===== config.mk =====
export PLATFORM = sky130hd
export DESIGN_NAME = diff_drive_ramped_pwm_core
export DESIGN_NICKNAME = d
export VERILOG_FILES = /design/src/rtl/core/ddrp_pkg.sv /design/src/rtl/core/ddrp_sermul.sv /design/src/rtl/core/diff_drive_ramped_pwm_core.sv
export SDC_FILE = /design/constraint.sdc
export NUM_CORES = 1
export LEC_CHECK = 0
export BUFFER_PORTS_ARGS = -buffer_cell sky130_fd_sc_hd__clkbuf_2
export CORE_MARGIN = 1
export CORE_UTILIZATION = 69
export CTS_CLUSTER_DIAMETER = 50
export DETAILED_ROUTE_END_ITERATION = 10
export GPL_ROUTABILITY_DRIVEN = 0
export PLACE_DENSITY_LB_ADDON = 0.12
export SYNTH_ARGS = -nofsm -noshare
export SYNTH_HDL_FRONTEND = slang
export SYNTH_SLANG_ARGS = --single-unit
export TNS_END_PERCENT = 5

===== constraint.sdc =====
create_clock -name clk -period 7.2 [get_ports clk]
set_input_delay 1.44 -clock clk [delete_from_list [all_inputs] [get_ports clk]]
set_output_delay 1.44 -clock clk [all_outputs]
set_load 0.02 [all_outputs]

===== src/rtl/core/ddrp_pkg.sv =====
// Shared widths, register indexes, reset values and handshake structs
// for the differential-drive ramped PWM core. No dependencies.
package ddrp_pkg;

    // field widths
    localparam int unsigned CFG_W  = 16;
    localparam int unsigned IDX_W  = 3;
    localparam int unsigned SPD_W  = 16;
    localparam int unsigned DUTY_W = 12;
    localparam int unsigned PCT_W  = 17;
    localparam int unsigned OFS_W  = 10;
    localparam int unsigned K_W    = 8;
    localparam int unsigned STEP_W = 16;
    localparam int unsigned HWB_W  = 16;

    // serial multiplier: signed A, unsigned B, two B bits per cycle
    localparam int unsigned MA_W   = 34;
    localparam int unsigned MB_W   = 16;
    localparam int unsigned MACC_W = MA_W + 2;
    localparam int unsigned MP_W   = MACC_W + MB_W;
    localparam int unsigned MCNT_W = 3;
    localparam logic [MCNT_W-1:0] FULL_LAST = MCNT_W'(MB_W / 2 - 1);
    localparam logic [MCNT_W-1:0] HALF_LAST = MCNT_W'(MB_W / 4 - 1);

    // slices of a half-length product
    localparam int unsigned Q_W   = 24;   // product >>> 20
    localparam int unsigned SCL_W = 16;   // product >> 8, duty magnitude

    // register indexes
    typedef logic [IDX_W-1:0] cfg_idx_t;
    localparam cfg_idx_t CFG_SLEW_STEP        = 3'd0;
    localparam cfg_idx_t CFG_HALF_WHEEL_BASE  = 3'd1;
    localparam cfg_idx_t CFG_SPEED_TO_PERCENT = 3'd2;
    localparam cfg_idx_t CFG_DUTY_OFFSET      = 3'd3;
    localparam cfg_idx_t CFG_DUTY_PER_PERCENT = 3'd4;

    // reset values
    localparam logic [STEP_W-1:0] SLEW_RST = 16'd51200;
    localparam logic [HWB_W-1:0]  HWB_RST  = 16'd8192;
    localparam logic [K_W-1:0]    K_RST    = 8'd35;
    localparam logic [OFS_W-1:0]  OFS_RST  = 10'd50;
    localparam logic [K_W-1:0]    DPP_RST  = 8'd24;

    localparam logic signed [Q_W-1:0]   PCT_LIMIT_Q = 24'sd25600;
    localparam logic signed [PCT_W-1:0] PCT_LIMIT   = 17'sd25600;
    localparam logic [DUTY_W-1:0]       DUTY_MAX    = 12'd4095;

    typedef struct packed {
        logic start;
        logic half;
    } sm_ctl_t;

    typedef struct packed {
        logic busy;
        logic done;
    } sm_stat_t;

endpackage


===== src/rtl/core/ddrp_sermul.sv =====
// Radix-4 serial shift-add multiplier: signed A times unsigned B.
// Depends on ddrp_pkg for widths and the control/status structs.
module ddrp_sermul
(
    input  logic                                clk,
    input  logic                                rst_n,
    input  ddrp_pkg::sm_ctl_t                   ctl,
    input  logic signed [ddrp_pkg::MA_W-1:0]    a,
    input  logic        [ddrp_pkg::MB_W-1:0]    b,
    output ddrp_pkg::sm_stat_t                  stat,
    output logic        [ddrp_pkg::MP_W-1:0]    product
);

    logic signed [ddrp_pkg::MA_W-1:0]   a_reg;
    logic signed [ddrp_pkg::MACC_W-1:0] acc_reg;
    logic        [ddrp_pkg::MB_W-1:0]   b_reg;
    logic        [ddrp_pkg::MCNT_W-1:0] cnt_reg;
    logic                               busy_reg;
    logic                               done_reg;

    logic        [1:0]                  digit;
    logic signed [ddrp_pkg::MACC_W-1:0] a_ext;
    logic signed [ddrp_pkg::MACC_W-1:0] pp1;
    logic signed [ddrp_pkg::MACC_W-1:0] pp2;
    logic signed [ddrp_pkg::MACC_W-1:0] sum;

    // |acc| stays below |A|, so acc + 3A fits without growth
    always_comb
    begin
        digit = b_reg[1:0];
        a_ext = {{(ddrp_pkg::MACC_W - ddrp_pkg::MA_W){a_reg[ddrp_pkg::MA_W-1]}}, a_reg};
        pp1   = digit[0] ? a_ext : '0;
        pp2   = digit[1] ? (a_ext <<< 1) : '0;
        sum   = acc_reg + pp1 + pp2;
    end

    always_ff @(posedge clk or negedge rst_n)
    begin
        if (!rst_n)
        begin
            busy_reg <= 1'b0;
            done_reg <= 1'b0;
            cnt_reg  <= '0;
        end
        else
        begin
            done_reg <= 1'b0;
            if (ctl.start)
            begin
                busy_reg <= 1'b1;
                cnt_reg  <= ctl.half ? ddrp_pkg::HALF_LAST : ddrp_pkg::FULL_LAST;
            end
            else if (busy_reg)
            begin
                cnt_reg <= cnt_reg - 1'b1;
                if (cnt_reg == '0)
                begin
                    busy_reg <= 1'b0;
                    done_reg <= 1'b1;
                end
            end
        end
    end

    // datapath, no reset
    always_ff @(posedge clk)
    begin
        if (ctl.start)
        begin
            a_reg   <= a;
            acc_reg <= '0;
            b_reg   <= b;
        end
        else if (busy_reg)
        begin
            acc_reg <= sum >>> 2;
            b_reg   <= {sum[1:0], b_reg[ddrp_pkg::MB_W-1:2]};
        end
    end

    assign stat.busy = busy_reg;
    assign stat.done = done_reg;
    assign product   = {acc_reg, b_reg};

endmodule


===== src/rtl/core/diff_drive_ramped_pwm_core.sv =====
// Top level of the differential-drive ramped PWM core.
// Depends on ddrp_pkg and two ddrp_sermul instances.
//
// Usage:
//   Input channel (in_valid/in_stall) carries cmd, linear_speed, angular_speed.
//   cmd = 0 sets both wheel targets from the speeds; cmd = 1 is one ramp tick
//   that slews each wheel command toward its target by at most slew_step.
//   Every transfer yields exactly one result transfer on the output channel
//   (out_valid/out_stall): a forward/reverse duty pair per wheel, computed
//   from the present commands.
//   Sequence: a tick goes from the accepting edge through ST_DGO and ST_DUTY
//   to ST_DONE; a set-target item through ST_HW, ST_WHL and ST_DUTY to ST_DONE.
//   No new item is taken until the state is back in ST_IDLE. The work is
//   done by the radix-4 serial multipliers: two bits of the multiplier
//   operand per cycle, 8 steps for half_wheel_base * angular_speed,
//   4 steps each for the percent scaling and the duty scaling.
//   The percent and duty scalings run one wheel per multiplier in parallel.
//   The finished result sits in an output register; while it waits under
//   out_stall the next item is already accepted and worked on, and only the
//   final load waits for the register to drain.
//   Reset: async active low; targets and commands clear to zero, registers
//   take their default values, no result is pending. The user must write
//   configuration (cfg_write/cfg_index/cfg_data) only while idle; not enforced.
module diff_drive_ramped_pwm_core
(
    input  logic                                 clk,
    input  logic                                 rst_n,

    input  logic                                 in_valid,
    output logic                                 in_stall,
    input  logic                                 cmd,
    input  logic signed [ddrp_pkg::SPD_W-1:0]    linear_speed,
    input  logic signed [ddrp_pkg::SPD_W-1:0]    angular_speed,

    output logic                                 out_valid,
    input  logic                                 out_stall,
    output logic        [ddrp_pkg::DUTY_W-1:0]   left_duty_forward,
    output logic        [ddrp_pkg::DUTY_W-1:0]   left_duty_reverse,
    output logic        [ddrp_pkg::DUTY_W-1:0]   right_duty_forward,
    output logic        [ddrp_pkg::DUTY_W-1:0]   right_duty_reverse,

    input  logic                                 cfg_write,
    input  ddrp_pkg::cfg_idx_t                   cfg_index,
    input  logic        [ddrp_pkg::CFG_W-1:0]    cfg_data
);

    typedef enum logic [2:0] {
        ST_IDLE,
        ST_HW,      // half_wheel_base * angular_speed
        ST_WHL,     // wheel sums scaled to percent
        ST_DGO,     // launch duty scaling after a tick
        ST_DUTY,    // command magnitude * duty_per_percent
        ST_DONE     // result ready, waiting for the output register
    } state_t;

    state_t state_reg;

    // configuration
    logic [ddrp_pkg::STEP_W-1:0] slew_step_reg;
    logic [ddrp_pkg::HWB_W-1:0]  half_wheel_base_reg;
    logic [ddrp_pkg::K_W-1:0]    speed_to_percent_reg;
    logic [ddrp_pkg::OFS_W-1:0]  duty_offset_reg;
    logic [ddrp_pkg::K_W-1:0]    duty_per_percent_reg;

    // wheel state, Q8 percent
    logic signed [ddrp_pkg::PCT_W-1:0] left_target_reg;
    logic signed [ddrp_pkg::PCT_W-1:0] right_target_reg;
    logic signed [ddrp_pkg::PCT_W-1:0] left_command_reg;
    logic signed [ddrp_pkg::PCT_W-1:0] right_command_reg;

    logic signed [ddrp_pkg::SPD_W-1:0] v_reg;

    logic                           out_valid_reg;
    logic [ddrp_pkg::DUTY_W-1:0]    lf_reg, lr_reg, rf_reg, rr_reg;

    // multiplier hookup
    ddrp_pkg::sm_ctl_t                  ctl0, ctl1;
    ddrp_pkg::sm_stat_t                 stat0, stat1;
    logic signed [ddrp_pkg::MA_W-1:0]   a0, a1;
    logic        [ddrp_pkg::MB_W-1:0]   b0, b1;
    logic        [ddrp_pkg::MP_W-1:0]   prod0, prod1;

    logic in_accept;
    logic out_free;
    logic start_hw, start_whl, start_duty;

    logic signed [ddrp_pkg::MA_W-1:0]  vs_ext, hw_ext, diff_left, negsum_right;
    logic signed [ddrp_pkg::MA_W-1:0]  mag_left_ext, mag_right_ext;
    logic signed [ddrp_pkg::PCT_W-1:0] left_slewed, right_slewed;
    logic signed [ddrp_pkg::PCT_W-1:0] left_clamped, right_clamped;
    logic        [2*ddrp_pkg::DUTY_W-1:0] left_pair, right_pair;

    function automatic logic signed [ddrp_pkg::PCT_W-1:0] clamp_pct
    (
        input logic signed [ddrp_pkg::Q_W-1:0] q
    );
        logic signed [ddrp_pkg::PCT_W-1:0] r;
        if (q > ddrp_pkg::PCT_LIMIT_Q)
            r = ddrp_pkg::PCT_LIMIT;
        else if (q < -ddrp_pkg::PCT_LIMIT_Q)
            r = -ddrp_pkg::PCT_LIMIT;
        else
            r = q[ddrp_pkg::PCT_W-1:0];
        return r;
    endfunction

    // move c toward t by at most s, never past t
    function automatic logic signed [ddrp_pkg::PCT_W-1:0] slew_cmd
    (
        input logic signed [ddrp_pkg::PCT_W-1:0] c,
        input logic signed [ddrp_pkg::PCT_W-1:0] t,
        input logic        [ddrp_pkg::STEP_W-1:0] s
    );
        logic signed [ddrp_pkg::PCT_W+1:0] c_x, t_x, s_x, up, dn, r;
        c_x = {{2{c[ddrp_pkg::PCT_W-1]}}, c};
        t_x = {{2{t[ddrp_pkg::PCT_W-1]}}, t};
        s_x = {{(ddrp_pkg::PCT_W + 2 - ddrp_pkg::STEP_W){1'b0}}, s};
        up  = c_x + s_x;
        dn  = c_x - s_x;
        if (c_x < t_x)
            r = (up < t_x) ? up : t_x;
        else if (c_x > t_x)
            r = (dn > t_x) ? dn : t_x;
        else
            r = c_x;
        return r[ddrp_pkg::PCT_W-1:0];
    endfunction

    function automatic logic signed [ddrp_pkg::MA_W-1:0] mag_ext
    (
        input logic signed [ddrp_pkg::PCT_W-1:0] c
    );
        logic [ddrp_pkg::PCT_W-1:0] m;
        m = c[ddrp_pkg::PCT_W-1] ? -c : c;
        return {{(ddrp_pkg::MA_W - ddrp_pkg::PCT_W){1'b0}}, m};
    endfunction

    // {forward, reverse}
    function automatic logic [2*ddrp_pkg::DUTY_W-1:0] duty_pair
    (
        input logic signed [ddrp_pkg::PCT_W-1:0] c,
        input logic        [ddrp_pkg::SCL_W-1:0] scaled,
        input logic        [ddrp_pkg::OFS_W-1:0] ofs
    );
        logic [ddrp_pkg::SCL_W:0]    d;
        logic [ddrp_pkg::DUTY_W-1:0] sat, base;
        logic [2*ddrp_pkg::DUTY_W-1:0] r;
        d    = {{(ddrp_pkg::SCL_W + 1 - ddrp_pkg::OFS_W){1'b0}}, ofs}
             + {1'b0, scaled};
        sat  = (d > {{(ddrp_pkg::SCL_W + 1 - ddrp_pkg::DUTY_W){1'b0}}, ddrp_pkg::DUTY_MAX})
             ? ddrp_pkg::DUTY_MAX : d[ddrp_pkg::DUTY_W-1:0];
        base = {{(ddrp_pkg::DUTY_W - ddrp_pkg::OFS_W){1'b0}}, ofs};
        if (c[ddrp_pkg::PCT_W-1])
            r = {base, sat};
        else if (c != '0)
            r = {sat, base};
        else
            r = {base, base};
        return r;
    endfunction

    assign in_stall  = (state_reg != ST_IDLE);
    assign in_accept = in_valid && !in_stall;
    assign out_free  = !out_valid_reg || !out_stall;

    assign start_hw   = in_accept && !cmd;
    assign start_whl  = (state_reg == ST_HW) && stat0.done;
    // set-target goes straight from the wheel products into duty scaling
    assign start_duty = (state_reg == ST_DGO) || ((state_reg == ST_WHL) && stat0.done);

    // wheel sums: v * 2^16 -+ h * w; right side negated before scaling
    always_comb
    begin
        vs_ext = {{(ddrp_pkg::MA_W - ddrp_pkg::SPD_W - 16){v_reg[ddrp_pkg::SPD_W-1]}},
                  v_reg, 16'b0};
        hw_ext = {prod0[32], prod0[32:0]};
        diff_left    = vs_ext - hw_ext;
        negsum_right = -vs_ext - hw_ext;
        mag_left_ext  = mag_ext(left_command_reg);
        mag_right_ext = mag_ext(right_command_reg);
    end

    always_comb
    begin
        a0 = '0;
        b0 = '0;
        a1 = '0;
        b1 = '0;
        if (start_hw)
        begin
            a0 = {{(ddrp_pkg::MA_W - ddrp_pkg::SPD_W){angular_speed[ddrp_pkg::SPD_W-1]}},
                  angular_speed};
            b0 = half_wheel_base_reg;
        end
        else if (start_whl)
        begin
            a0 = diff_left;
            b0 = {{(ddrp_pkg::MB_W - ddrp_pkg::K_W){1'b0}}, speed_to_percent_reg};
            a1 = negsum_right;
            b1 = {{(ddrp_pkg::MB_W - ddrp_pkg::K_W){1'b0}}, speed_to_percent_reg};
        end
        else if (start_duty)
        begin
            a0 = mag_left_ext;
            b0 = {{(ddrp_pkg::MB_W - ddrp_pkg::K_W){1'b0}}, duty_per_percent_reg};
            a1 = mag_right_ext;
            b1 = {{(ddrp_pkg::MB_W - ddrp_pkg::K_W){1'b0}}, duty_per_percent_reg};
        end
    end

    assign ctl0.start = start_hw || start_whl || start_duty;
    assign ctl0.half  = !start_hw;
    assign ctl1.start = start_whl || start_duty;
    assign ctl1.half  = 1'b1;

    ddrp_sermul u_mul_left
    (
        .clk     (clk),
        .rst_n   (rst_n),
        .ctl     (ctl0),
        .a       (a0),
        .b       (b0),
        .stat    (stat0),
        .product (prod0)
    );

    ddrp_sermul u_mul_right
    (
        .clk     (clk),
        .rst_n   (rst_n),
        .ctl     (ctl1),
        .a       (a1),
        .b       (b1),
        .stat    (stat1),
        .product (prod1)
    );

    // product >>> 20 is the top slice; floor rounding comes for free
    assign left_clamped  = clamp_pct(prod0[ddrp_pkg::MP_W-1 -: ddrp_pkg::Q_W]);
    assign right_clamped = clamp_pct(prod1[ddrp_pkg::MP_W-1 -: ddrp_pkg::Q_W]);

    assign left_slewed  = slew_cmd(left_command_reg, left_target_reg, slew_step_reg);
    assign right_slewed = slew_cmd(right_command_reg, right_target_reg, slew_step_reg);

    // product >> 8 of a half-length run is the accumulator's low bits
    assign left_pair  = duty_pair(left_command_reg,
                                  prod0[ddrp_pkg::MB_W +: ddrp_pkg::SCL_W], duty_offset_reg);
    assign right_pair = duty_pair(right_command_reg,
                                  prod1[ddrp_pkg::MB_W +: ddrp_pkg::SCL_W], duty_offset_reg);

    // sequencer and output register
    always_ff @(posedge clk or negedge rst_n)
    begin
        if (!rst_n)
        begin
            state_reg     <= ST_IDLE;
            out_valid_reg <= 1'b0;
        end
        else
        begin
            if (out_valid_reg && !out_stall && (state_reg != ST_DONE))
                out_valid_reg <= 1'b0;
            case (state_reg)
                ST_IDLE:
                begin
                    if (in_accept)
                        state_reg <= cmd ? ST_DGO : ST_HW;
                end
                ST_HW:
                begin
                    if (stat0.done)
                        state_reg <= ST_WHL;
                end
                ST_WHL:
                begin
                    if (stat0.done)
                        state_reg <= ST_DUTY;
                end
                ST_DGO:
                begin
                    state_reg <= ST_DUTY;
                end
                ST_DUTY:
                begin
                    if (stat0.done)
                        state_reg <= ST_DONE;
                end
                ST_DONE:
                begin
                    if (out_free)
                    begin
                        out_valid_reg <= 1'b1;
                        state_reg     <= ST_IDLE;
                    end
                end
                default:
                begin
                    state_reg <= ST_IDLE;
                end
            endcase
        end
    end

    always_ff @(posedge clk)
    begin
        if ((state_reg == ST_DONE) && out_free)
        begin
            lf_reg <= left_pair[2*ddrp_pkg::DUTY_W-1 -: ddrp_pkg::DUTY_W];
            lr_reg <= left_pair[ddrp_pkg::DUTY_W-1:0];
            rf_reg <= right_pair[2*ddrp_pkg::DUTY_W-1 -: ddrp_pkg::DUTY_W];
            rr_reg <= right_pair[ddrp_pkg::DUTY_W-1:0];
        end
        if (start_hw)
            v_reg <= linear_speed;
    end

    // configuration registers
    always_ff @(posedge clk or negedge rst_n)
    begin
        if (!rst_n)
        begin
            slew_step_reg        <= ddrp_pkg::SLEW_RST;
            half_wheel_base_reg  <= ddrp_pkg::HWB_RST;
            speed_to_percent_reg <= ddrp_pkg::K_RST;
            duty_offset_reg      <= ddrp_pkg::OFS_RST;
            duty_per_percent_reg <= ddrp_pkg::DPP_RST;
        end
        else if (cfg_write)
        begin
            case (cfg_index)
                ddrp_pkg::CFG_SLEW_STEP:
                    slew_step_reg <= cfg_data[ddrp_pkg::STEP_W-1:0];
                ddrp_pkg::CFG_HALF_WHEEL_BASE:
                    half_wheel_base_reg <= cfg_data[ddrp_pkg::HWB_W-1:0];
                ddrp_pkg::CFG_SPEED_TO_PERCENT:
                    speed_to_percent_reg <= cfg_data[ddrp_pkg::K_W-1:0];
                ddrp_pkg::CFG_DUTY_OFFSET:
                    duty_offset_reg <= cfg_data[ddrp_pkg::OFS_W-1:0];
                ddrp_pkg::CFG_DUTY_PER_PERCENT:
                    duty_per_percent_reg <= cfg_data[ddrp_pkg::K_W-1:0];
                default:
                begin
                end
            endcase
        end
    end

    // targets and commands
    always_ff @(posedge clk or negedge rst_n)
    begin
        if (!rst_n)
        begin
            left_target_reg   <= '0;
            right_target_reg  <= '0;
            left_command_reg  <= '0;
            right_command_reg <= '0;
        end
        else
        begin
            if ((state_reg == ST_WHL) && stat0.done)
            begin
                left_target_reg  <= left_clamped;
                right_target_reg <= right_clamped;
            end
            if (in_accept && cmd)
            begin
                left_command_reg  <= left_slewed;
                right_command_reg <= right_slewed;
            end
        end
    end

    assign out_valid          = out_valid_reg;
    assign left_duty_forward  = lf_reg;
    assign left_duty_reverse  = lr_reg;
    assign right_duty_forward = rf_reg;
    assign right_duty_reverse = rr_reg;

    // the right unit runs in step with the left when started; busy flags not needed
    logic unused_stat;
    assign unused_stat = stat1.busy ^ stat1.done ^ stat0.busy;

endmodule


==> impl_metrics.tcl <==
set metrics [dict create \
    status "finished, violations left" \
    violations "design-rule violations" \
    die-area_um2 45000 \
    period_needed_ns 5.74 \
    gr-usage-all-layers_pct 40.1 \
    synth_common_cells "inv_1 (401), nand2_1 (351), ha_1 (345), nor2_1 (292), a21oi_1 (219)" \
    worst_slew_pin_slew_ns 1.12 \
    cts_made_buffers 46 \
    grt_setup_unrepaired "no" \
    ys_types 85 \
    ys_seq_area_share_pct 32.1 \
    synth.top_cell.area_share_pct 16.2 \
    r2r_cells 20 \
    critical_path_arrival_ns 6.23 \
    rr_startpoint "slew_step_reg[1]" \
    drtIter0Drc 3372 \
    relSlewSlack_pct 25.3 \
    cts_sinks 371 \
    cts_tree "done" \
    postCtsSetupBuffers 0 \
    grt_max_degree 83 \
    seq_area_um2 9780 \
    cp_num_cells 20 \
    slowest_delay_ns 0.60 \
    maxSlewViolCount 0 \
    synth.area.top_cells "edfxtp_1 (16%), ha_1 (14%), dfrtp_1 (10%), fa_1 (5.0%), inv_1 (4.9%)" \
    endpoint_kind "register" \
    synth-edff-count 164 \
    drive_above_1_share_pct 8.22 \
    placed_area_um2 31500 \
    critical-path-slowest-cell "o41ai_1" \
    path_clk_slew_ns 0.06 \
    port_buffers 106 \
    cp_max_fo 10 \
    avgSynthCellArea_um2 8.83 \
    dp_slack_ns 1.63 \
    synthArstFlopShare_pct 37.5 \
    drc 1 \
    wirelength_um 90000 \
    syn_area_um2 30500 \
    wl_per_cell_um 21.8 \
    start_util_pct 70.3 \
    cts_resized 0 \
    syn_nets 3927 \
    finalInstanceArea_um2 33000 \
    grt-ovfl-total 0 \
    setup_viol 0 \
    period_share_pct 79.7 \
    coreArea_um2 43400 \
    reg2reg_slack_ns 1.46 \
    hold_path.class "reg -> reg" \
    dpl.hpwl_um 69200 \
    hold_viol 0 \
    fmax_mhz 174 \
    clock_path_buffers 3 \
    cts_root_buffer "clkbuf_16" \
    pin_count 107 \
    grt_pass1_wl_um 140000 \
    critPathLaunchType "register" \
    die_height_um 212 \
    fin_worst_skew_ns 0.0242 \
    worstReg2RegEnd "left_command_reg[16]" \
    synth_flop_cell "edfxtp_1" \
    die_x_um 212 \
    drv_cap 0 \
    crit_required_ns 7.69 \
    grt_pass1_vias 25982 \
    cts_hold_buffers 0 \
    vias 26895 \
    yosysWarningCount 0 \
    antenna_found_initial 2 \
    path_buf_inv 1 \
    fillers 3125 \
    vias_per_cell 6.50 \
    crit_family "compound AO/OA/AOI/OAI gates" \
    finalSetupTns_ns 0 \
    critical_path_class "reg -> reg" \
    worst_skew_pair.late_latency_ns 0.59 \
    htreeDepth 2 \
    row_count 76 \
    multi_input_area_um2 18800 \
    critPathMostFrequentCell "a21oi_1" \
    crit_start "slew_step_reg[1]" \
    crit_end "left_command_reg[16]" \
    ys_ff_latch 371 \
    path_cells "inv_1, ha_1, nor2b_1, o21ai_0, a21oi_1, o41ai_1, a2111oi_0, o211ai_1, a21oi_1, or3_1, and2_1, ha_1, a21o_1, a2111o_1, nor2_1, nand2_1, o211a_1, a21oi_1, a222oi_1, o22ai_1" \
    synth_most_common_cell "inv_1" \
    yosysTopAreaCell "edfxtp_1" \
    diodes 0 \
    worst_slack_ns 1.46 \
    area_growth_syn_to_layout_pct 8.14 \
    antenna_left 0 \
    final_net_count 3992 \
    synth_cells 3449 \
    drt-pass1-iter-count 11 \
]
cell usage in the layout, fill, tap and decap left out, types with 10 or more instances in the layout:
| cell type | instances |
|---|---|
| a21o_1 | 86 |
| a21oi_1 | 218 |
| clkbuf_2 | 105 |
| nand3_1 | 29 |
| a22oi_1 | 25 |
| clkbuf_16 | 47 |
| a31oi_1 | 46 |
| nor2_1 | 292 |
| or3_1 | 17 |
| nor2b_1 | 28 |
| dfrtp_1 | 127 |
| dfstp_2 | 12 |
| nor3_1 | 45 |
| buf_4 | 28 |
| fa_1 | 76 |
| edfxtp_1 | 164 |
| clkbuf_1 | 16 |
| xor2_1 | 70 |
| xnor2_1 | 142 |
| o211ai_1 | 25 |
| o31ai_1 | 42 |
| nand4_1 | 35 |
| nand2b_1 | 26 |
| ha_1 | 345 |
| inv_1 | 399 |
| mux2i_1 | 41 |
| nand2_1 | 351 |
| dfxtp_1 | 68 |
| o21a_1 | 25 |
| o21ai_0 | 188 |
| o21bai_1 | 43 |
| mux2_2 | 46 |
| a2111oi_0 | 10 |
| nor4_1 | 15 |
| and3_1 | 23 |
| a211oi_1 | 24 |
| o22ai_1 | 60 |
| and2_1 | 21 |
cell families (layout without fill, tap and decap cells):
| group | Yosys count | count (layout) | synth area share [%] |
|---|---|---|---|
| and+or+nand+nor | 925 | 925 | 13.7 |
| AOI/OAI and AO/OA | 911 | 911 | 19.5 |
| adders and majority gates | 421 | 421 | 19.2 |
| buffers and inverters | 522 | 624 | 6.48 |
| xor gates and xnor gates | 212 | 212 | 6.09 |
| DFF | 371 | 371 | 32.1 |
| muxes | 87 | 87 | 3.05 |
area by class of cell:
class / instances / area share, %
tap: 585 / 2.22
clock buffer: 66 / 3.88
multi-input combinational: 2556 / 56.9
sequential: 371 / 29.7
inverter: 405 / 4.61
timing repair buffer: 134 / 2.27
clock inverter: 19 / 0.429
layer usage:
layer  routed length [µm]  vias to the layer above  GRT usage [%]  share of wire, %
met3                 8460                      329           6.50               9.4
met2                40400                     1475           63.3                45
met5                   10                        -              0             0.011
met1                35500                    12833           52.3                39
li1                     -                    12256              -                 -
met4                 5560                        2           23.6               6.2
worst reg2reg max path: stages (launching register included):
cell and delay [ns]:
dfrtp_1 0.52, inv_1 0.22, ha_1 0.35, nor2b_1 0.14
o21ai_0 0.22, a21oi_1 0.16, o41ai_1 0.60, a2111oi_0 0.34
o211ai_1 0.27, a21oi_1 0.10, or3_1 0.33, and2_1 0.17
ha_1 0.30, a21o_1 0.19, a2111o_1 0.42, nor2_1 0.12
nand2_1 0.08, o211a_1 0.34, a21oi_1 0.46, a222oi_1 0.14
o22ai_1 0.19
worst min-delay path by stage:
stage                                  startpoint                      end  slack [ns]  cells after the start
after floorplan           u_mul_right.acc_reg[17]      right_target_reg[5]        0.43                      2
after global placement    u_mul_right.acc_reg[17]      right_target_reg[5]        0.48                      2
after detailed placement   half_wheel_base_reg[4]   half_wheel_base_reg[4]        0.50                      1
after CTS                 u_mul_right.acc_reg[17]      right_target_reg[5]        0.51                      2
after global routing      u_mul_right.acc_reg[17]      right_target_reg[5]        0.52                      2
final                     duty_per_percent_reg[2]  duty_per_percent_reg[2]        0.51                      1
per-stage QoR:
| stage | utilization [%] | instances | hold slack, ns |
|---|---|---|---|
| 6_report | 76.0 | 4136 | 0.510 |
| 3_3_place_gp | 72.7 | 4051 | 0.477 |
| 5_1_grt | 76.0 | 4136 | 0.517 |
| 2_1_floorplan | - | 3449 | 0.433 |
| 4_1_cts | 76.0 | 4136 | 0.506 |
| 3_5_place_dp | 72.7 | 4051 | 0.496 |
Power is not shown: default switching activity piles up to over one toggle a cycle in this logic, so the estimate is an artifact.
